File: src/rtl/core/alds_pkg.sv
// ----------------------------------------------------------------------------
// alds_pkg
// Shared widths, latencies, cell words and the arctangent table of the
// steering core.
// ----------------------------------------------------------------------------
package alds_pkg;

	localparam int COMP_W      = 16;
	localparam int FRAC_BITS   = 14;
	localparam int OUT_W       = FRAC_BITS + 2;
	localparam int ONE         = 1 << FRAC_BITS;
	localparam int HALF        = 1 << (FRAC_BITS - 1);
	localparam int ONE_SQ      = 1 << (2 * FRAC_BITS);

	localparam int NORM_W      = 18;
	localparam int MAG_W       = 17;
	localparam int SQ_W        = 36;
	localparam int SQ_RES_W    = 18;
	localparam int SQ_T_W      = 38;
	localparam int SQ_STEP_W   = 5;

	localparam int DIV_W       = 36;
	localparam int DIV_D_W     = 18;
	localparam int DIV_T_W     = 37;
	localparam int QUO_W       = 15;
	localparam int DIV_STEP_W  = 4;

	localparam int CORDIC_STEPS = 14;
	localparam int CD_STEP_W   = 4;
	localparam int CX_W        = 20;
	localparam int ANG_W       = 17;
	localparam int ANG_PI      = 25736;
	localparam int ANG_HALF_PI = 12868;

	localparam int CFG_W       = 11;
	localparam int CFG_RESET   = 450;
	localparam int TENTHS_HALF = 900;
	localparam int TN_W        = 26;
	localparam int ND_W        = 23;
	localparam int RECIP_W     = 24;
	localparam int RECIP_225   = 9544372;
	localparam int RECIP_SHIFT = 31;
	localparam int RP_W        = ND_W + RECIP_W;
	localparam int LIM_W       = 15;

	localparam int DSUM_W      = 2 * OUT_W + 2;
	localparam int BP_W        = 2 * OUT_W + 2;

	localparam int NORM_LAT    = 1 + SQ_RES_W + 1 + QUO_W + 1;
	localparam int MID_LAT     = 3 + SQ_RES_W + 1 + CORDIC_STEPS + 1 + QUO_W;
	localparam int LIM_LAT     = QUO_W + 2 + NORM_LAT;
	localparam int V2_LAT      = MID_LAT + 2 + NORM_LAT;
	localparam int PIPE_LAT    = NORM_LAT + MID_LAT + 2 + NORM_LAT + 1;

	typedef struct packed {
		logic [SQ_W-1:0]     rem;
		logic [SQ_RES_W-1:0] root;
	} sqrt_word_t;

	typedef struct packed {
		logic [DIV_W-1:0]   rem;
		logic [DIV_D_W-1:0] den;
		logic [QUO_W-1:0]   quo;
	} div_word_t;

	typedef struct packed {
		logic signed [CX_W-1:0]  x;
		logic signed [CX_W-1:0]  y;
		logic signed [ANG_W-1:0] z;
	} cordic_word_t;

	// arctan(2^-i) in Q3.13 radians
	function automatic logic signed [ANG_W-1:0] atan_q13(input logic [CD_STEP_W-1:0] i);
		logic signed [ANG_W-1:0] r;
		case (i)
			4'd0:    r = ANG_W'(6434);
			4'd1:    r = ANG_W'(3798);
			4'd2:    r = ANG_W'(2007);
			4'd3:    r = ANG_W'(1019);
			4'd4:    r = ANG_W'(511);
			4'd5:    r = ANG_W'(256);
			4'd6:    r = ANG_W'(128);
			4'd7:    r = ANG_W'(64);
			4'd8:    r = ANG_W'(32);
			4'd9:    r = ANG_W'(16);
			4'd10:   r = ANG_W'(8);
			4'd11:   r = ANG_W'(4);
			4'd12:   r = ANG_W'(2);
			4'd13:   r = ANG_W'(1);
			default: r = '0;
		endcase
		return r;
	endfunction

endpackage

File: src/rtl/core/alds_div_cell.sv
// ----------------------------------------------------------------------------
// alds_div_cell
// One quotient bit of a restoring divider; registered word out.
// ----------------------------------------------------------------------------
module alds_div_cell import alds_pkg::*; (
	input  logic                  clk,
	input  logic [DIV_STEP_W-1:0] step,
	input  div_word_t             d_in,
	output div_word_t             d_out
);

	logic [DIV_T_W-1:0] trial;
	logic [DIV_T_W-1:0] rem_x;
	logic               take;
	div_word_t          word_s1;

	always_comb begin
		trial = DIV_T_W'(d_in.den) << step;
		rem_x = DIV_T_W'(d_in.rem);
		take  = (rem_x >= trial);
	end

	always_ff @(posedge clk) begin
		word_s1.den <= d_in.den;
		if (take) begin
			word_s1.rem <= DIV_W'(rem_x - trial);
			word_s1.quo <= d_in.quo | (QUO_W'(1) << step);
		end else begin
			word_s1.rem <= d_in.rem;
			word_s1.quo <= d_in.quo;
		end
	end

	assign d_out = word_s1;

endmodule

File: config.mk
export PLATFORM = sky130hd
export DESIGN_NAME = alds_div_cell
export DESIGN_NICKNAME = d
export VERILOG_FILES = /design/src/rtl/core/alds_pkg.sv /design/src/rtl/core/alds_div_cell.sv
export SDC_FILE = /design/constraint.sdc
export NUM_CORES = 1
export LEC_CHECK = 0
export BUFFER_PORTS_ARGS = -buffer_cell sky130_fd_sc_hd__buf_2
export CAP_MARGIN = 30
export CORE_MARGIN = 2
export CORE_UTILIZATION = 30
export DETAILED_ROUTE_END_ITERATION = 8
export PLACE_DENSITY = 0.61
export SYNTH_ARGS = -nofsm -noshare
export SYNTH_HDL_FRONTEND = slang
export SYNTH_SLANG_ARGS = --single-unit
File: constraint.sdc
create_clock -name clk -period 10 [get_ports clk]
set_clock_uncertainty 0.15 [all_clocks]
set_input_delay 0.5 -clock clk [delete_from_list [all_inputs] [get_ports clk]]
set_output_delay 0.5 -clock clk [all_outputs]
set_load 0.03 [all_outputs]
Word level (Yosys, flattened, before mapping)

Cells that the tools add are included.

Register bits: 69
Bits of input ports: 74

Shifts and indexed selects: 2
Bitwise logic cells: 1
Magnitude comparators: 1
Muxes and demuxes: 2
$add $sub $neg: 1

Operators by type and width:

| cell                                             | count |
|---|---|
| >= comparator 36 x 37 -> 1 bit                   | 1 |
| << shifter 18 x 4 -> 37 bit                      | 1 |
| 2-to-1 mux 36 bit                                | 1 |
| subtractor 36 bit                                | 1 |
| 2-to-1 mux 15 bit                                | 1 |
| OR 15 bit                                        | 1 |
| << shifter 1 x 4 -> 15 bit, first input constant | 1 |

Longest topological paths before layout

Depth after elaboration: 3
Depth in mapped cells: 20
Gate-level depth less buffers: 16

Worst setup path before layout

Ideal clock, no wire load.

Kind: input to register
Start: input step[0]
End: register word_s1 (netlist bit d_out[68])
Stages: 17
Path buffers: 3
Data required time: 9,727 ps
Setup slack: 5,830 ps
Arrival time: 3,897 ps
Path through: buf_2 > buf_1 > mux2i_1 > a21oi_1 > a21oi_1 > nor2_1 > a41oi_1 > ha_1 > buf_2 > a21oi_1 > o21ai_1 > a21o_1 > a21oi_2 > a21oi_4 > a221o_1 > a31oi_1 > mux2_1

Cells in the longest elaborated chain, start to end: 3

RTL lines:

| what                                                                       | RTL line                                 | text |
|---|---|---|
| start: declaration                                                         | alds_div_cell.sv:7                       | `input logic [DIV_STEP_W-1:0] step,` |
| << shifter 18 x 4 -> 37 bit (*)                                            | alds_div_cell.sv:18                      | `trial = DIV_T_W'(d_in.den) << step;` |
| subtractor 36 bit / >= comparator 36 x 37 -> 1 bit (equally long branches) | alds_div_cell.sv:26, alds_div_cell.sv:20 |  |
| 2-to-1 mux 36 bit (*)                                                      | alds_div_cell.sv:25                      | `if (take) begin` |
| end: declaration                                                           | alds_div_cell.sv:15                      | `div_word_t word_s1;` |

Mark *: on every way between the ends. The rest lies on a longest branch, timed or not.

Worst setup path after layout

Start: input step[0]
End: register word_s1 (netlist bit d_out[56])

The elaborated chain is that of the path after synthesis.

==> reports/qor.yml <==
run_status:
  outcome: "complete, no violations"
cts:
  postCtsSetupRepairBufs: 0
  htreeDepth: 3
  cts_tree: "built"
  cts_buffers: 9
  postCtsHoldBufs: 0
  clock-sinks: 69
  cts_root_buf: "clkbuf_16"
  clkTransAtPathRegs_ns: 0.07
  clk_path_buf_depth: 2
  cts_resized: 0
synth:
  synth_top_family_by_area: "compound AO/OA/AOI/OAI gates"
  synthMuxAreaShare: 0.07440
  async_flop_share: 0
  netlist_area_sq_um: 4961
  synth_cell_types: 76
  synth_compound_area_frac: 0.2822
  synth_edf_count: 0
  synth_largest_area_cell: "dfxtp_1"
  yosysMostFrequentCell: "dfxtp_1"
  synth_fa_ha_area_frac: 0.08979
  synth-seq-cells: 69
  yosysWarnings: 0
  synth_xor_area_frac: 0.04061
  synth_flop_cell: "dfxtp_1"
  synth_area_per_cell_sq_um: 8.067
  synth_seq_area_share: 0.2784
  netlist_top_cells_count: "dfxtp_1, nand2_1, nor2_1"
  synthSimpleGateAreaFrac: 0.1813
  synth.top_cell.area_share: 0.2784
  ys_top_cells_by_area: "dfxtp_1, ha_1, mux2i_1"
  syn_nets: 724
  synthCells: 615
power_and_ir_drop:
  vdd_drop_max_uv: 88.06
  p_leak_uw: 0.002767
  p_per_area_nw_per_um2: 187.1
  p_total_uw: 1137
floorplan:
  die_h_um: 132.6
  core-area_sq_um: 16350
  start_util: 0.3035
  die_area_sq_um: 17580
  fp-row-count: 47
  die_x_um: 132.6
  io_pins: 143
final_layout:
  layout-drive-gt1-share: 0.2636
  fin_cells: 956
  area_delta_synth_final_pct: 22.52
  largest_reg_flops: 69
  n_antenna_cell: 0
  stdcell_area_sq_um: 6078
  fin_nets: 840
timing:
  setup_violations: 0
  hold_viol_final: 0
  rsz0062_at_grt: "no"
  min_period_over_period: 0.4840
  fin_tns_setup_ns: 0
  final-max-slew-violation-count: 0
  max_freq_mhz: 206.6
  final.min_clock_period_ns: 4.840
  tightest_slew_ns: 0.9106
  slew_headroom: 0.3929
critical_path:
  crit_end: "d_out[56]$_DFF_P_"
  critPathArrivalTime_ns: 4.93
  cp_max_fo: 55
  startpoint: "step[0]"
  worst-setup-path-type: "in2reg"
  worstSetupEndpointType: "flop"
  cp_data_required_time_ns: 10.09
  start_kind: "input pin"
route:
  drtIter0Drc: 413
  ant_nets: 0
  avgViaCountPerCell: 5.099
  avgRoutedWirePerCell_um: 15.72
  num_vias: 4875
  drc_errors: 0
  routed_wl_mm: 15.03
  drt-pass1-iter-count: 7
grt:
  grt_max_degree: 56
  first_global_vias: 4683
  grt_pass1_wl_mm: 23.57
  grtUsageTotal: 0.1672
  overflow: 0
  antenna_found_initial: 0
place:
  dpl.hpwl_mm: 11.91
  port_buffers: 142
  placed_area_sq_um: 5756
  place_inst: 940
  gp_congestion: 0.9206
worst_hold_path:
  min_path_type: "in2reg"
run:
  drv_cap: 0
routing by layer:
| metal | GRT usage | vias up | wire length [um] |
|---|---|---|---|
| met5 | 0 | - | 0 |
| met3 | 0.04291 | 22 | 1086 |
| li1 | - | 2470 | - |
| met2 | 0.2735 | 184 | 6809 |
| met1 | 0.2145 | 2199 | 6796 |
| met4 | 0.05615 | 0 | 333 |
cells in the final DEF (no fill, tap or decap), types with 5 or more instances in the layout:
cell	instances
a41o_1	6
xnor2_1	12
a21oi_2	6
buf_2	142
xor2_1	11
nand3_1	13
o21ai_0	43
nand2_1	62
a21o_1	18
dfxtp_1	69
mux2i_1	29
nor3_1	11
nand4_1	8
nand2b_1	5
mux2_2	5
nor2b_1	9
ha_1	34
clkbuf_16	9
a21oi_1	56
inv_1	17
a31o_2	5
nor2_1	60
o21bai_1	9
a31oi_1	7
final cells by class:
class / instances / area (sq um)
clock inverters: 7 / 97.59
clock buffers: 9 / 225.2
well taps: 220 / 275.3
multi-input cells: 490 / 3317
fillers: 1744 / 10270
flip-flops and latches: 69 / 1381
repair buffers: 142 / 710.7
inverters: 19 / 71.32
stage by stage:
stage	hold WS (ns)	setup slack, ns	utilization
after CTS	0.1356	5.245	0.3718
after floorplan	0.3777	5.830	-
final	0.1387	5.160	0.3718
after global placement	0.4888	4.925	0.3521
after global routing	0.1333	4.774	0.3718
after detailed placement	0.4873	4.913	0.3521
worst max-delay path: stages:
cell and delay, ns:
buf_2 0.45, mux2i_1 0.18, o21ai_0 0.41, mux2i_1 0.18, or2_2 0.32, ha_1 0.41
nand3_1 0.18, nor4_1 0.52, nand4_1 0.17, o21ai_0 0.25, or2_1 0.21, a41o_2 0.73
mux2_2 0.41
power by group:
group | internal [uW] | switching, uW
registers | 324 | 12.9
clock network | 219 | 132
logic | 156 | 294
total | 699 | 438
how the worst min path moves through the flow:
stage              from                 to  slack, ns  depth (start not counted)
3_5_place_dp   d_in[23]  d_out[23]$_DFF_P_       0.49                          1
5_1_grt        d_in[29]  d_out[29]$_DFF_P_       0.13                          1
3_3_place_gp   d_in[21]  d_out[21]$_DFF_P_       0.49                          1
6_report       d_in[30]  d_out[30]$_DFF_P_       0.14                          1
4_1_cts        d_in[30]  d_out[30]$_DFF_P_       0.14                          1
2_1_floorplan  d_in[15]  d_out[15]$_DFF_P_       0.38                          0
cells by family after synthesis:
logic type,count (synthesis)
AO/OA/AOI/OAI,202
XOR/XNOR,23
adder cells (fa/ha/maj),35
buffers and inverters,56
flip-flops,69
multiplexers,36
AND/OR/NAND/NOR,194
Power figures use the tool's default switching activity.
