## src/rtl/core/alds_pkg.sv

```systemverilog
// ----------------------------------------------------------------------------
// alds_pkg
// Shared widths, latencies, cell words and the arctangent table of the
// steering core.
// ----------------------------------------------------------------------------
package alds_pkg;

	localparam int COMP_W      = 16;
	localparam int FRAC_BITS   = 14;
	localparam int OUT_W       = FRAC_BITS + 2;
	localparam int ONE         = 1 << FRAC_BITS;
	localparam int HALF        = 1 << (FRAC_BITS - 1);
	localparam int ONE_SQ      = 1 << (2 * FRAC_BITS);

	localparam int NORM_W      = 18;
	localparam int MAG_W       = 17;
	localparam int SQ_W        = 36;
	localparam int SQ_RES_W    = 18;
	localparam int SQ_T_W      = 38;
	localparam int SQ_STEP_W   = 5;

	localparam int DIV_W       = 36;
	localparam int DIV_D_W     = 18;
	localparam int DIV_T_W     = 37;
	localparam int QUO_W       = 15;
	localparam int DIV_STEP_W  = 4;

	localparam int CORDIC_STEPS = 14;
	localparam int CD_STEP_W   = 4;
	localparam int CX_W        = 20;
	localparam int ANG_W       = 17;
	localparam int ANG_PI      = 25736;
	localparam int ANG_HALF_PI = 12868;

	localparam int CFG_W       = 11;
	localparam int CFG_RESET   = 450;
	localparam int TENTHS_HALF = 900;
	localparam int TN_W        = 26;
	localparam int ND_W        = 23;
	localparam int RECIP_W     = 24;
	localparam int RECIP_225   = 9544372;
	localparam int RECIP_SHIFT = 31;
	localparam int RP_W        = ND_W + RECIP_W;
	localparam int LIM_W       = 15;

	localparam int DSUM_W      = 2 * OUT_W + 2;
	localparam int BP_W        = 2 * OUT_W + 2;

	localparam int NORM_LAT    = 1 + SQ_RES_W + 1 + QUO_W + 1;
	localparam int MID_LAT     = 3 + SQ_RES_W + 1 + CORDIC_STEPS + 1 + QUO_W;
	localparam int LIM_LAT     = QUO_W + 2 + NORM_LAT;
	localparam int V2_LAT      = MID_LAT + 2 + NORM_LAT;
	localparam int PIPE_LAT    = NORM_LAT + MID_LAT + 2 + NORM_LAT + 1;

	typedef struct packed {
		logic [SQ_W-1:0]     rem;
		logic [SQ_RES_W-1:0] root;
	} sqrt_word_t;

	typedef struct packed {
		logic [DIV_W-1:0]   rem;
		logic [DIV_D_W-1:0] den;
		logic [QUO_W-1:0]   quo;
	} div_word_t;

	typedef struct packed {
		logic signed [CX_W-1:0]  x;
		logic signed [CX_W-1:0]  y;
		logic signed [ANG_W-1:0] z;
	} cordic_word_t;

	// arctan(2^-i) in Q3.13 radians
	function automatic logic signed [ANG_W-1:0] atan_q13(input logic [CD_STEP_W-1:0] i);
		logic signed [ANG_W-1:0] r;
		case (i)
			4'd0:    r = ANG_W'(6434);
			4'd1:    r = ANG_W'(3798);
			4'd2:    r = ANG_W'(2007);
			4'd3:    r = ANG_W'(1019);
			4'd4:    r = ANG_W'(511);
			4'd5:    r = ANG_W'(256);
			4'd6:    r = ANG_W'(128);
			4'd7:    r = ANG_W'(64);
			4'd8:    r = ANG_W'(32);
			4'd9:    r = ANG_W'(16);
			4'd10:   r = ANG_W'(8);
			4'd11:   r = ANG_W'(4);
			4'd12:   r = ANG_W'(2);
			4'd13:   r = ANG_W'(1);
			default: r = '0;
		endcase
		return r;
	endfunction

endpackage

```

## src/rtl/core/alds_sqrt_cell.sv

```systemverilog
// ----------------------------------------------------------------------------
// alds_sqrt_cell
// One root bit of a restoring integer square root; registered word out.
// ----------------------------------------------------------------------------
module alds_sqrt_cell import alds_pkg::*; (
	input  logic                 clk,
	input  logic [SQ_STEP_W-1:0] step,
	input  sqrt_word_t           d_in,
	output sqrt_word_t           d_out
);

	logic [SQ_T_W-1:0] trial;
	logic [SQ_T_W-1:0] rem_x;
	logic              take;
	sqrt_word_t        word_s1;

	always_comb begin
		trial = (SQ_T_W'(d_in.root) << ({1'b0, step} + 6'd1)) + (SQ_T_W'(1) << {step, 1'b0});
		rem_x = SQ_T_W'(d_in.rem);
		take  = (rem_x >= trial);
	end

	always_ff @(posedge clk) begin
		if (take) begin
			word_s1.rem  <= SQ_W'(rem_x - trial);
			word_s1.root <= d_in.root | (SQ_RES_W'(1) << step);
		end else begin
			word_s1 <= d_in;
		end
	end

	assign d_out = word_s1;

endmodule

```

## config.mk

```make
export PLATFORM = sky130hd
export DESIGN_NAME = alds_sqrt_cell
export DESIGN_NICKNAME = d
export VERILOG_FILES = /design/src/rtl/core/alds_pkg.sv /design/src/rtl/core/alds_sqrt_cell.sv
export SDC_FILE = /design/constraint.sdc
export NUM_CORES = 1
export LEC_CHECK = 0
export ABC_CLOCK_PERIOD_IN_PS = 20900
export BUFFER_PORTS_ARGS = -buffer_cell sky130_fd_sc_hd__buf_2
export CELL_PAD_IN_SITES_DETAIL_PLACEMENT = 0
export CELL_PAD_IN_SITES_GLOBAL_PLACEMENT = 1
export CORE_ASPECT_RATIO = 0.7
export CORE_MARGIN = 8
export CORE_UTILIZATION = 28
export CTS_CLUSTER_DIAMETER = 100
export DETAILED_ROUTE_END_ITERATION = 6
export PLACE_DENSITY_LB_ADDON = 0.1
export SLEW_MARGIN = 20
export SYNTH_ARGS = -nofsm -noshare
export SYNTH_HDL_FRONTEND = slang
export SYNTH_SLANG_ARGS = --single-unit
```

## constraint.sdc

```tcl
create_clock -name clk -period 20.9 [get_ports clk]
set_input_delay 6.27 -clock clk [delete_from_list [all_inputs] [get_ports clk]]
set_output_delay 6.27 -clock clk [all_outputs]
set_load 0.01 [all_outputs]
```

Word level (Yosys, flattened, before mapping) --
Cells that the tools add are included.
Cells by class: add/subtract/negate cells 3, magnitude comparators 1, bitwise logic cells 1, mux-type cells 1, shift operators 3
Operators with widths (number):
- 54-bit two-way mux | 1
- 38-bit adder | 1
- 36-bit by 38-bit greater-or-equal comparator with 1-bit output | 1
- 1-bit by 6-bit left shift with 38-bit output, first input constant | 1
- 18-bit by 6-bit left shift with 38-bit output | 1
- 36-bit subtractor | 1
- 18-bit OR | 1
- 1-bit by 5-bit left shift with 18-bit output, first input constant | 1
- 5-bit by 1-bit adder with 6-bit output, second input constant | 1
Word-level totals: input port bits 60, flip-flop bits (word level) 54

Depth between registers and ports, before layout --
depth after elaboration 5, depth in mapped cells 34, mapped depth without buffers 30

Worst setup path before layout --
No wires, ideal clock.
path kind input-to-reg, start input port step[0], end register word_s1, in the netlist d_out[52], buffers on the path 5, path slack 8.402 ns, required time 20.777 ns, cell stages on the path 30, setup time 0.123 ns, arrival time 12.375 ns, path through inv_2 > buf_1 > ha_1 > buf_4 > buf_4 > buf_1 > nand2b_1 > mux2_2 > o22ai_1 > nand2_1 > nor2_1 > ha_1 > nand4_1 > o21ai_0 > a31o_2 > a31oi_1 > nor3b_1 > o41a_1 > a31o_2 > a21oi_1 > a21oi_1 > ha_1 > a21o_1 > a21oi_1 > a31o_2 > a211oi_1 > o21ai_0 > a211oi_4 > buf_4 > mux2_1
Between the ends: longest elaborated chain between the ends 5, elaborated cells on any way between the ends 7, those cells by class add/sub: 3; order compare: 1; shift: 2; mux: 1
RTL lines:
- from (decl) | RTL line alds_sqrt_cell.sv:7 | input logic [SQ_STEP_W-1:0] step,
- 5-bit by 1-bit adder with 6-bit output | RTL line alds_sqrt_cell.sv:18 | trial = (SQ_T_W'(d_in.root) << ({1'b0, step} + 6'd1)) + (SQ_T_W'(1) << {step, 1'b0});
- 18-bit by 6-bit left shift with 38-bit output | RTL line alds_sqrt_cell.sv:18
- 38-bit adder (*) | RTL line alds_sqrt_cell.sv:18
- 36-bit subtractor / 36-bit by 38-bit greater-or-equal comparator with 1-bit output (equally long branches) | RTL line alds_sqrt_cell.sv:25, alds_sqrt_cell.sv:20
- 54-bit two-way mux (*) | RTL line alds_sqrt_cell.sv:24 | if (take) begin
- to (signal assigned) | RTL line alds_sqrt_cell.sv:28 | word_s1 <= d_in;
- to (decl) | RTL line alds_sqrt_cell.sv:15 | sqrt_word_t word_s1;
Mark *: on every way between the ends. The rest lies on a longest branch, timed or not.

Worst setup path after layout --
start input port step[0], end register word_s1, in the netlist d_out[27]
Same word-level chain as after synthesis.

==> summary.md <==
The run finished with clean final reports. Entering global routing, the biggest net connects 55 pins. The fraction of the cycle the final worst path needs was 0.676; the number of pins exceeding their max-slew limit in the final report was 0.

VDD sags by at most 31.9 uV. Summed over all failing endpoints, the final setup total negative slack is 0 ps. Synthesis produced a netlist with a net count of 871. In this run the worst path has a maximum fanout of 54. A synthesized cell averages 8.37 um^2. The total of buffers placed on input and output ports is 113.

The global route total overflow was 0. Using the TritonRoute via totals, the vias-per-cell ratio works out to 5.28. The tools report the placed cell area as 7030 um^2. The core region is 21,800 um^2.

The tools report the startpoint kind of the worst setup timing path as an input port. In this run the count of I/O pins placed on the die edge is 114. Clock sink total: 54. The worst hold path begins at d_in[10].

The sum of routed wire length over all layers was 23.2 mm. TritonCTS built the clock tree. Final standard cell area without fillers: 7170 um^2. The first routing iteration left 469 violations. The number of distinct library cells after synthesis is 74.

The top cell types in the final layout, fill and taps aside, are buf_2 (113), ha_1 (62), nand2_1 (60). Counting along the longest clock path gives a buffer depth of 2. For the overall global routing resource usage, the log shows 0.165.

The tools report the synthesis warning total as 0. For the number of nets still failing antenna checks after routing, the log shows 0. Setup repair after global routing left no endpoint under its margin. Counting flops and latches in the post-synthesis netlist gives 54. By startpoint and endpoint, the worst setup path is classified as in2reg. For the finished layout, the period the worst path requires is 14,130 ps. The logs give 969 for the final net count and 14,330 ps for the signal arrival time at the worst endpoint. The logs give 0.423 for the tightest slew margin relative to the limit and 5 for the number of search-and-repair iterations in the first detailed-routing pass.

The run gives 5,905 as the via count of the first global-routing pass. The type of the worst min-delay path is in2reg. Among all flip-flop cells after synthesis, the most frequent one is dfxtp_1. The initial cell density of the core was 0.287; the synthesized instance count was 748. The number of hold buffers added after cts was 0; the number of H-tree branching levels was 2. The worst stage delay on the critical path is 580 ps.

Post-CTS setup repair buffer count: 0. The share of flip-flops with an asynchronous set or reset is 0, and the power per standard cell area is 70.0 nW/um^2. After detailed routing, the average wire length per cell comes to 20.5 um. The endpoint type of the worst setup path is a flip-flop. For this run, the top clock speed supported by timing is 0.0708 GHz. The cell area that synthesis handed to floorplanning was 6260 um^2.

The tools report the share of the yosys chip area belonging to registers as 0.173. From synthesis to final layout, the design area changed by 14.5%. The full die area is 27,500 um^2. Count of standard-cell rows: 45.

The die extent in y was 141 um; the number of flip-flops under the largest register name was 54. The floorplan step set the die width to 195 um. The largest individual stage delay along the critical path comes from the cell o41ai_1. Number of synthesized flops with an enable pin: 0. Across the run, the number of max-cap violations was 0. The tools report the count of vias placed by the detailed router as 5,955.

In this run the worst setup path terminates at d_out[27]. Summed over all cells, the static leakage comes to 3.26 nW. The share of layout cells above drive strength 1 was 0.216. The measured slew at the worst slew-check pin works out to 864 ps. For the initial antenna violation count, the log shows 0. Leaving out fill and tap cells, the most frequent cell in the layout is buf_2.

After clock tree synthesis, the repair step resized 0 gates. The count of final hold-check violations is 0, and the number of clock buffers inserted by TritonCTS is 5. The master cell of the clock root buffer was clkbuf_16.

Clock transition at the registers of the reported paths: 70 ps. The critical path starts at step[0]. The repair_antennas step left the layout with diodes totalling 0. The logs give 21,100 ps for the critical path required time and 35.7 mm for the first-pass GRT wire length. Number of remaining DRC errors: 0. The placed wire-length estimate was 19.3 mm. The tools report the number of setup violations in the final report as 0. The final estimated routing congestion in global placement came out at 0.894.
## cells by family (layout without fill, tap and decap cells)
| logic type | count (synthesis) | count (layout) | synth area share |
|---|---|---|---|
| muxes | 78 | 78 | 0.149 |
| and+or+nand+nor | 211 | 211 | 0.161 |
| adders and majority gates | 63 | 63 | 0.127 |
| DFF | 54 | 54 | 0.173 |
| AOI/OAI and AO/OA | 221 | 221 | 0.246 |
| buffers and inverters | 52 | 150 | 0.0446 |
| xor gates and xnor gates | 69 | 69 | 0.0995 |
## layer usage
metal	share of wire	GRT usage	vias up
met3	0.050	0.0326	12
met1	0.56	0.257	2818
met2	0.38	0.226	164
li1	-	-	2961
met5	0	0	-
met4	0.010	0.0306	0
## synthesized netlist by cell type, types with 9 or more instances
cell | instances | area (um^2)
clkbuf_1 | 10 | 37.5
and2_1 | 16 | 100
nand4_1 | 14 | 87.6
mux2_1 | 15 | 169
mux2_2 | 14 | 158
and3_1 | 13 | 81.3
ha_1 | 62 | 776
mux2i_1 | 30 | 300
inv_1 | 23 | 86.3
nand2_1 | 60 | 225
a31oi_1 | 15 | 93.8
o21ai_0 | 29 | 145
nor3_1 | 10 | 50.1
nand2b_1 | 9 | 56.3
a21oi_1 | 51 | 255
o22ai_1 | 17 | 106
a21o_1 | 39 | 293
xor2_1 | 26 | 228
nand3_1 | 11 | 55.1
dfxtp_1 | 54 | 1080
xnor2_1 | 42 | 368
mux2_4 | 16 | 240
nor2_1 | 59 | 221
## area by class of cell
class                   count  area [um^2]
multi-input cells         642         4900
clock inverters             1         7.51
repair buffers            118          603
fillers                  2386        14600
clock buffers               6          129
inverters                  25         93.8
flip-flops and latches     54         1080
well taps                 282          353
## worst min-delay path by stage
stage / end / slack (ps) / cells past startpoint
after detailed placement: d_out[10] / 6490 / 2
after global routing: d_out[29] / 6170 / 2
after CTS: d_out[10] / 6160 / 2
final: d_out[10] / 6170 / 2
after global placement: d_out[10] / 6480 / 2
after floorplan: d_out[0] / 6360 / 1
## stage by stage
step                power [W]  utilization  setup slack [ps]  hold slack (ps)  cells
floorplan            0.000337            -              8400             6360    748
global placement     0.000419        0.323              6800             6480   1121
detailed placement   0.000418        0.323              6620             6490   1121
CTS                  0.000510        0.329              6900             6160   1128
global route         0.000541        0.329              6020             6170   1128
finish               0.000502        0.329              6770             6170   1128
## power by group
part / leakage, nW / internal (W) / switching, W
clock network: 0.0629 / 0.0000440 / 0.0000413
logic: 2.74 / 0.000122 / 0.000163
registers: 0.456 / 0.000126 / 0.00000520
## critical path: cells and delay by family
kind                       cells  cell delay (ps)
buffers and inverters          4             1670
xor gates and xnor gates       1              270
AOI/OAI and AO/OA             13             2990
and+or+nand+nor                6              980
adders and majority gates      4             1180
muxes                          2              880
(Power assumes the default switching activity.)
