--- config.mk ---
export PLATFORM = sky130hd
export DESIGN_NAME = alds_cordic_cell
export DESIGN_NICKNAME = d
export VERILOG_FILES = /design/src/rtl/core/alds_pkg.sv /design/src/rtl/core/alds_cordic_cell.sv
export SDC_FILE = /design/constraint.sdc
export NUM_CORES = 1
export LEC_CHECK = 0
export BUFFER_PORTS_ARGS = -buffer_cell sky130_fd_sc_hd__buf_2
export CELL_PAD_IN_SITES_DETAIL_PLACEMENT = 0
export CELL_PAD_IN_SITES_GLOBAL_PLACEMENT = 1
export CORE_MARGIN = 1
export CORE_UTILIZATION = 40
export CTS_BUF_LIST = sky130_fd_sc_hd__clkbuf_4 sky130_fd_sc_hd__clkbuf_8
export CTS_CLUSTER_SIZE = 14
export DETAILED_ROUTE_END_ITERATION = 7
export PLACE_DENSITY = 0.79
export SLEW_MARGIN = 20
export SYNTH_ARGS = -nofsm -noshare
export SYNTH_HDL_FRONTEND = slang
export SYNTH_SLANG_ARGS = --single-unit
--- constraint.sdc ---
create_clock -name clk -period 6.15 [get_ports clk]
set_clock_uncertainty 0.05 [all_clocks]
set_input_delay 0 -clock clk [delete_from_list [all_inputs] [get_ports clk]]
set_output_delay 0 -clock clk [all_outputs]
set_load 0.1 [all_outputs]
--- src/rtl/core/alds_pkg.sv ---
// ----------------------------------------------------------------------------
// alds_pkg
// Shared widths, latencies, cell words and the arctangent table of the
// steering core.
// ----------------------------------------------------------------------------
package alds_pkg;

	localparam int COMP_W      = 16;
	localparam int FRAC_BITS   = 14;
	localparam int OUT_W       = FRAC_BITS + 2;
	localparam int ONE         = 1 << FRAC_BITS;
	localparam int HALF        = 1 << (FRAC_BITS - 1);
	localparam int ONE_SQ      = 1 << (2 * FRAC_BITS);

	localparam int NORM_W      = 18;
	localparam int MAG_W       = 17;
	localparam int SQ_W        = 36;
	localparam int SQ_RES_W    = 18;
	localparam int SQ_T_W      = 38;
	localparam int SQ_STEP_W   = 5;

	localparam int DIV_W       = 36;
	localparam int DIV_D_W     = 18;
	localparam int DIV_T_W     = 37;
	localparam int QUO_W       = 15;
	localparam int DIV_STEP_W  = 4;

	localparam int CORDIC_STEPS = 14;
	localparam int CD_STEP_W   = 4;
	localparam int CX_W        = 20;
	localparam int ANG_W       = 17;
	localparam int ANG_PI      = 25736;
	localparam int ANG_HALF_PI = 12868;

	localparam int CFG_W       = 11;
	localparam int CFG_RESET   = 450;
	localparam int TENTHS_HALF = 900;
	localparam int TN_W        = 26;
	localparam int ND_W        = 23;
	localparam int RECIP_W     = 24;
	localparam int RECIP_225   = 9544372;
	localparam int RECIP_SHIFT = 31;
	localparam int RP_W        = ND_W + RECIP_W;
	localparam int LIM_W       = 15;

	localparam int DSUM_W      = 2 * OUT_W + 2;
	localparam int BP_W        = 2 * OUT_W + 2;

	localparam int NORM_LAT    = 1 + SQ_RES_W + 1 + QUO_W + 1;
	localparam int MID_LAT     = 3 + SQ_RES_W + 1 + CORDIC_STEPS + 1 + QUO_W;
	localparam int LIM_LAT     = QUO_W + 2 + NORM_LAT;
	localparam int V2_LAT      = MID_LAT + 2 + NORM_LAT;
	localparam int PIPE_LAT    = NORM_LAT + MID_LAT + 2 + NORM_LAT + 1;

	typedef struct packed {
		logic [SQ_W-1:0]     rem;
		logic [SQ_RES_W-1:0] root;
	} sqrt_word_t;

	typedef struct packed {
		logic [DIV_W-1:0]   rem;
		logic [DIV_D_W-1:0] den;
		logic [QUO_W-1:0]   quo;
	} div_word_t;

	typedef struct packed {
		logic signed [CX_W-1:0]  x;
		logic signed [CX_W-1:0]  y;
		logic signed [ANG_W-1:0] z;
	} cordic_word_t;

	// arctan(2^-i) in Q3.13 radians
	function automatic logic signed [ANG_W-1:0] atan_q13(input logic [CD_STEP_W-1:0] i);
		logic signed [ANG_W-1:0] r;
		case (i)
			4'd0:    r = ANG_W'(6434);
			4'd1:    r = ANG_W'(3798);
			4'd2:    r = ANG_W'(2007);
			4'd3:    r = ANG_W'(1019);
			4'd4:    r = ANG_W'(511);
			4'd5:    r = ANG_W'(256);
			4'd6:    r = ANG_W'(128);
			4'd7:    r = ANG_W'(64);
			4'd8:    r = ANG_W'(32);
			4'd9:    r = ANG_W'(16);
			4'd10:   r = ANG_W'(8);
			4'd11:   r = ANG_W'(4);
			4'd12:   r = ANG_W'(2);
			4'd13:   r = ANG_W'(1);
			default: r = '0;
		endcase
		return r;
	endfunction

endpackage

--- src/rtl/core/alds_cordic_cell.sv ---
// ----------------------------------------------------------------------------
// alds_cordic_cell
// One vectoring CORDIC rotation; registered word out.
// ----------------------------------------------------------------------------
module alds_cordic_cell import alds_pkg::*; (
	input  logic                 clk,
	input  logic [CD_STEP_W-1:0] step,
	input  cordic_word_t         d_in,
	output cordic_word_t         d_out
);

	logic signed [CX_W-1:0] dx;
	logic signed [CX_W-1:0] dy;
	cordic_word_t           word_s1;

	always_comb begin
		dx = d_in.y >>> step;
		dy = d_in.x >>> step;
	end

	always_ff @(posedge clk) begin
		if (d_in.y > 0) begin
			word_s1.x <= d_in.x + dx;
			word_s1.y <= d_in.y - dy;
			word_s1.z <= d_in.z + atan_q13(step);
		end else begin
			word_s1.x <= d_in.x - dx;
			word_s1.y <= d_in.y + dy;
			word_s1.z <= d_in.z - atan_q13(step);
		end
	end

	assign d_out = word_s1;

endmodule

======== After elaboration in Yosys (flattened, before gate mapping) ========
Memory sizes are Yosys's and may differ from the RTL's.
Index checks and enable logic that the tools add are counted.
storage, ports and cells
  memories kept ........................... 2
  ROM bits ................................ 416
  bits of input ports ..................... 62
  output and inout bits ................... 57
  register bits ........................... 57
memory list
  memory           words  bits a word  rd ports  clocked after memory_dff  write ports  RTL line        RTL
  (no name shown)  16     13           1         0                         0            alds_pkg.sv:75  case (i)
  (no name shown)  16     13           1         0                         0            alds_pkg.sv:75
cells by class
  $add $sub $neg .......................... 6
  muxes and demuxes ....................... 3
  $lt $le $gt $ge ......................... 1
  shift-type cells ........................ 2
operators by type and width
  operator               count
  $mux W57               1
  $add A20 B20 Y20       2
  $sshr A20 B4 Y20       2
  $sub A20 B20 Y20       2
  $mux W17               2
  $gt A20 B1 Y1 const B  1
  $add A17 B17 Y17       1
  $sub A17 B17 Y17       1

======== Depth between registers and ports, before layout ========
  depth after elaboration ................. 4
  depth in mapped cells ................... 24

======== Worst setup path after synthesis ========
Ideal clock, no wire load.
  path type ............................... in2reg
  from .................................... in step[2]
  to ...................................... reg word_s1 (netlist bit d_out[15])
  path slack .............................. 1787 ps
  data arrival time ....................... 4241 ps
  setup time .............................. 72 ps
  cell stages on the path ................. 19
  path buffers ............................ 5
  cell sequence ........................... clkbuf_1 clkbuf_1 buf_1 clkbuf_1 buf_1 a21oi_1 a31o_2 ha_1 a21oi_1 ha_1 nor2b_1 o21ai_0 a21boi_0 o41ai_1 o21ai_0 o41ai_1 o2111ai_1 a21oi_1 xnor2_1
on the way
  cells in the longest elaborated chain, start to end .. 4
RTL lines
  what                                                  RTL line                                        RTL
  from (decl)                                           alds_cordic_cell.sv:7                           input logic [CD_STEP_W-1:0] step,
  $mem_v2 Z16 W13                                       n/a
  $mux W17                                              alds_cordic_cell.sv:22                          if (d_in.y > 0) begin
  $sub A17 B17 Y17 or $add A17 B17 Y17 (tied branches)  alds_cordic_cell.sv:29, alds_cordic_cell.sv:25
  $mux W57 (*)                                          alds_cordic_cell.sv:22
  to (decl)                                             alds_cordic_cell.sv:14                          cordic_word_t word_s1;
Mark *: on every way between the ends. The rest lies on a longest branch, timed or not. The select of a mux whose other input is x is not followed.

======== Worst setup path in the final report ========
  from .................................... in step[1]
  to ...................................... reg word_s1 (netlist bit d_out[56])
on the way
  cells in the longest elaborated chain, start to end .. 3
RTL lines
  what                                                  RTL line                                        RTL
  $sshr A20 B4 Y20 (*)                                  alds_cordic_cell.sv:17                          dx = d_in.y >>> step;
  $sub A20 B20 Y20 or $add A20 B20 Y20 (tied branches)  alds_cordic_cell.sv:27, alds_cordic_cell.sv:23
  $mux W57 (*)                                          alds_cordic_cell.sv:22
Mark *: on every way between the ends. The rest lies on a longest branch, timed or not.

==> flow_summary.json <==
{
  "status": "completed",
  "holdPathStages": 3,
  "rsz0062_at_grt": "false",
  "synthToLayoutAreaGrowth_pct": 16.5,
  "yosys-top-cells-area": "dfxtp_1 (17%), ha_1 (12%), mux4_2 (11%), xnor2_1 (9.4%), a21oi_1 (5.2%)",
  "grt_pass1_vias": 6240,
  "max_slew_margin": 0.501,
  "gp_congestion": 0.924,
  "initial_core_util": 0.413,
  "syn_nets": 959,
  "tightest_slew_ns": 0.748,
  "ys_types": 70,
  "die_h_microns": 133,
  "setup_viol": 0,
  "viasPerCell": 5.62,
  "dpl.hpwl_mm": 15.2,
  "die-area_sq_um": 17800,
  "max-cap-violations": 0,
  "largest_register_ffs": 57,
  "drive_gt1_frac": 0.225,
  "met3_wirelength_mm": 1.40,
  "ir_drop_mv": 0.252,
  "path_clk_slew_ns": 0.07,
  "setup_tns_ns": 0,
  "io_buffers": 118,
  "numCtsBuffers": 9,
  "final_util": 0.482,
  "fin_nets": 1078,
  "clock-sinks": 57,
  "synth_area_sq_um": 6910,
  "synth_top_cell_by_area": "dfxtp_1",
  "criticalPathCategory": "primary input to register",
  "fin_crit_ns": 4.88,
  "fmax_mhz": 205,
  "grt_antenna_before_repair": 1,
  "hold_start": "d_in[6]",
  "synth_seq_cells": 57,
  "synth_ff_type": "dfxtp_1",
  "timing.final.crit_share": 0.794,
  "yosys_warnings": 0,
  "routed_wl_mm": 19.6,
  "drc": 0,
  "drt_iter0_drc": 435,
  "fp.dieW_microns": 133,
  "synth_edf_count": 0,
  "slew_viol_final": 0,
  "post-cts-setup-buffers": 0,
  "clockRootBuffer": "clkbuf_8",
  "min_path_type": "primary input to register",
  "row_count": 47,
  "route.vias.total": 6598,
  "p_leak_nw": 3.49,
  "critPathRequiredTime_ns": 6.34,
  "power_density_nw_per_um2": 377,
  "ys_async_sr_fraction": 0,
  "ant_nets": 0,
  "synth_cells": 829,
  "top_layer": "met4",
  "globalRoute.totalOverflow": 0,
  "wl_met2_mm": 8.98,
  "wl_per_cell_microns": 16.7,
  "grt_pass1_wl_mm": 31.9,
  "postCtsHoldBufs": 17,
  "syn_area_per_cell_sq_um": 8.33,
  "firstDrtPassIters": 5,
  "hold-path-endpoint": "d_out[6]$_DFF_P_",
  "fillCellCount": 1725,
  "hold_viol_final": 0,
  "worstSetupEndpointType": "register",
  "regArea_sq_um": 1140,
  "grt_usage": 0.228,
  "crit_arrival_ns": 5.07,
  "clockBufferDepth": 2,
  "multi_input_area_sq_um": 5450,
  "cts_tree": "yes",
  "crit_path_max_fanout": 35,
  "grt_start_max_net_pins": 36,
  "cts-resized-gates": 0,
  "wl_met1_mm": 8.90,
  "cts_max_level": 3,
  "netlist.area_leader.share": 0.165,
  "io_pins": 119,
  "cp-start-kind": "primary input",
  "core_sq_um": 16700,
  "ys_seq_area_frac": 0.165
}
[synth_stat cells (all sizes together) (4+ instances only)]
master  count
a211oi      6
a21o       15
a21oi      72
a22oi       4
a31oi      11
and2        7
and3        6
buf        16
clkbuf     23
dfxtp      57
ha         65
inv        38
mux2       30
mux2i      23
mux4       33
nand2      61
nand2b      9
nand3      14
nor2       76
nor2b       7
nor3       25
nor4        7
o21a       11
o21ai      47
o21bai     12
o22ai       4
o41ai       4
xnor2      74
xor2       17
[cell type report]
type | count | share of cell area
antenna | 1 | 0.000311
clock buffer | 13 | 0.0207
clock inverter | 3 | 0.00187
inverter | 40 | 0.0187
multi-input combinational | 693 | 0.677
sequential | 57 | 0.142
tap | 220 | 0.0342
timing repair buffer | 147 | 0.106
[power by group]
| group | switching [mW] | total (mW) | internal [mW] |
|---|---|---|---|
| Sequential | 0.0315 | 0.557 | 0.525 |
| Clock | 0.157 | 0.332 | 0.175 |
| Combinational | 1.65 | 2.15 | 0.497 |
| Total | 1.84 | 3.04 | 1.20 |
[routing by layer]
metal  track usage  vias to the layer above
met3        0.0495                       16
met1         0.307                     3083
met5             0                        -
li1              -                     3267
met4        0.0631                        0
met2         0.366                      232
[critical path, cell delays in order]
cell and delay [ns]:
buf_2 0.57, mux4_2 0.63, mux2_2 0.30, a222oi_1 0.69
nand4_1 0.32, o21ai_0 0.27, xnor2_1 0.09, ha_1 0.37
nand3_1 0.14, o41ai_1 0.45, o21ai_0 0.25, o21ai_0 0.43
a31oi_1 0.20, o21ai_0 0.24, xnor2_1 0.09
[through the flow]
step	setup slack (ns)	hold WS, ns	instance area, sq um	std cells	total power [mW]
2_1_floorplan	1.79	0.0798	6910	829	2.38
3_3_place_gp	1.08	0.226	7690	1140	2.70
3_5_place_dp	0.896	0.231	7690	1140	2.70
4_1_cts	1.26	0.00167	8040	1173	3.06
5_1_grt	0.716	0.0151	8040	1173	3.21
6_report	1.27	0.0151	8050	1174	3.04
[cell usage in the layout, fill, tap and decap left out, types with 4 or more instances in the layout]
cell type      synthesis  routed
clkbuf_8               0      11
nor2b_1                7       7
o21ai_0               44      44
mux2_2                22      22
o22ai_1                4       4
nand2_1               61      61
a21o_1                15      15
nor3_1                24      24
and2_1                 6       6
and3_1                 6       6
dlygate4sd3_1          0      17
ha_1                  65      65
o21bai_1              12      12
nand2b_1               9       9
xnor2_1               74      74
buf_4                  1      12
mux2i_1               23      23
o41ai_1                4       4
buf_2                  9     118
a211oi_1               6       6
nand3_1               14      14
nor2_1                76      76
mux4_2                33      33
o21a_1                11      11
inv_1                 37      37
a22oi_1                4       4
xor2_1                17      17
mux2_1                 8       8
dfxtp_1               57      57
a31oi_1               11      11
nor4_1                 7       7
a21oi_1               72      72
[worst max path at each step]
stage / from / endpoint / slack [ns] / cells past startpoint
finish: step[1] / d_out[56]$_DFF_P_ / 1.27 / 15
floorplan: step[2] / d_out[15]$_DFF_P_ / 1.79 / 19
global placement: step[1] / d_out[56]$_DFF_P_ / 1.08 / 17
global route: step[1] / d_out[16]$_DFF_P_ / 0.72 / 20
detailed placement: step[1] / d_out[56]$_DFF_P_ / 0.90 / 15
CTS: step[1] / d_out[16]$_DFF_P_ / 1.26 / 20
[cells by family (layout without fill, tap and decap cells)]
family          Yosys count  in the layout  synth area share
simple gates            229            229             0.157
compound gates          219            219             0.200
xor+xnor                 91             91             0.115
mux                      86             86             0.190
buf+inv                  79            203            0.0462
fa+ha+maj                68             68             0.126
flops                    57             57             0.165
other cells               0              1                 0
No activity file was read; power rests on OpenSTA's default activity.
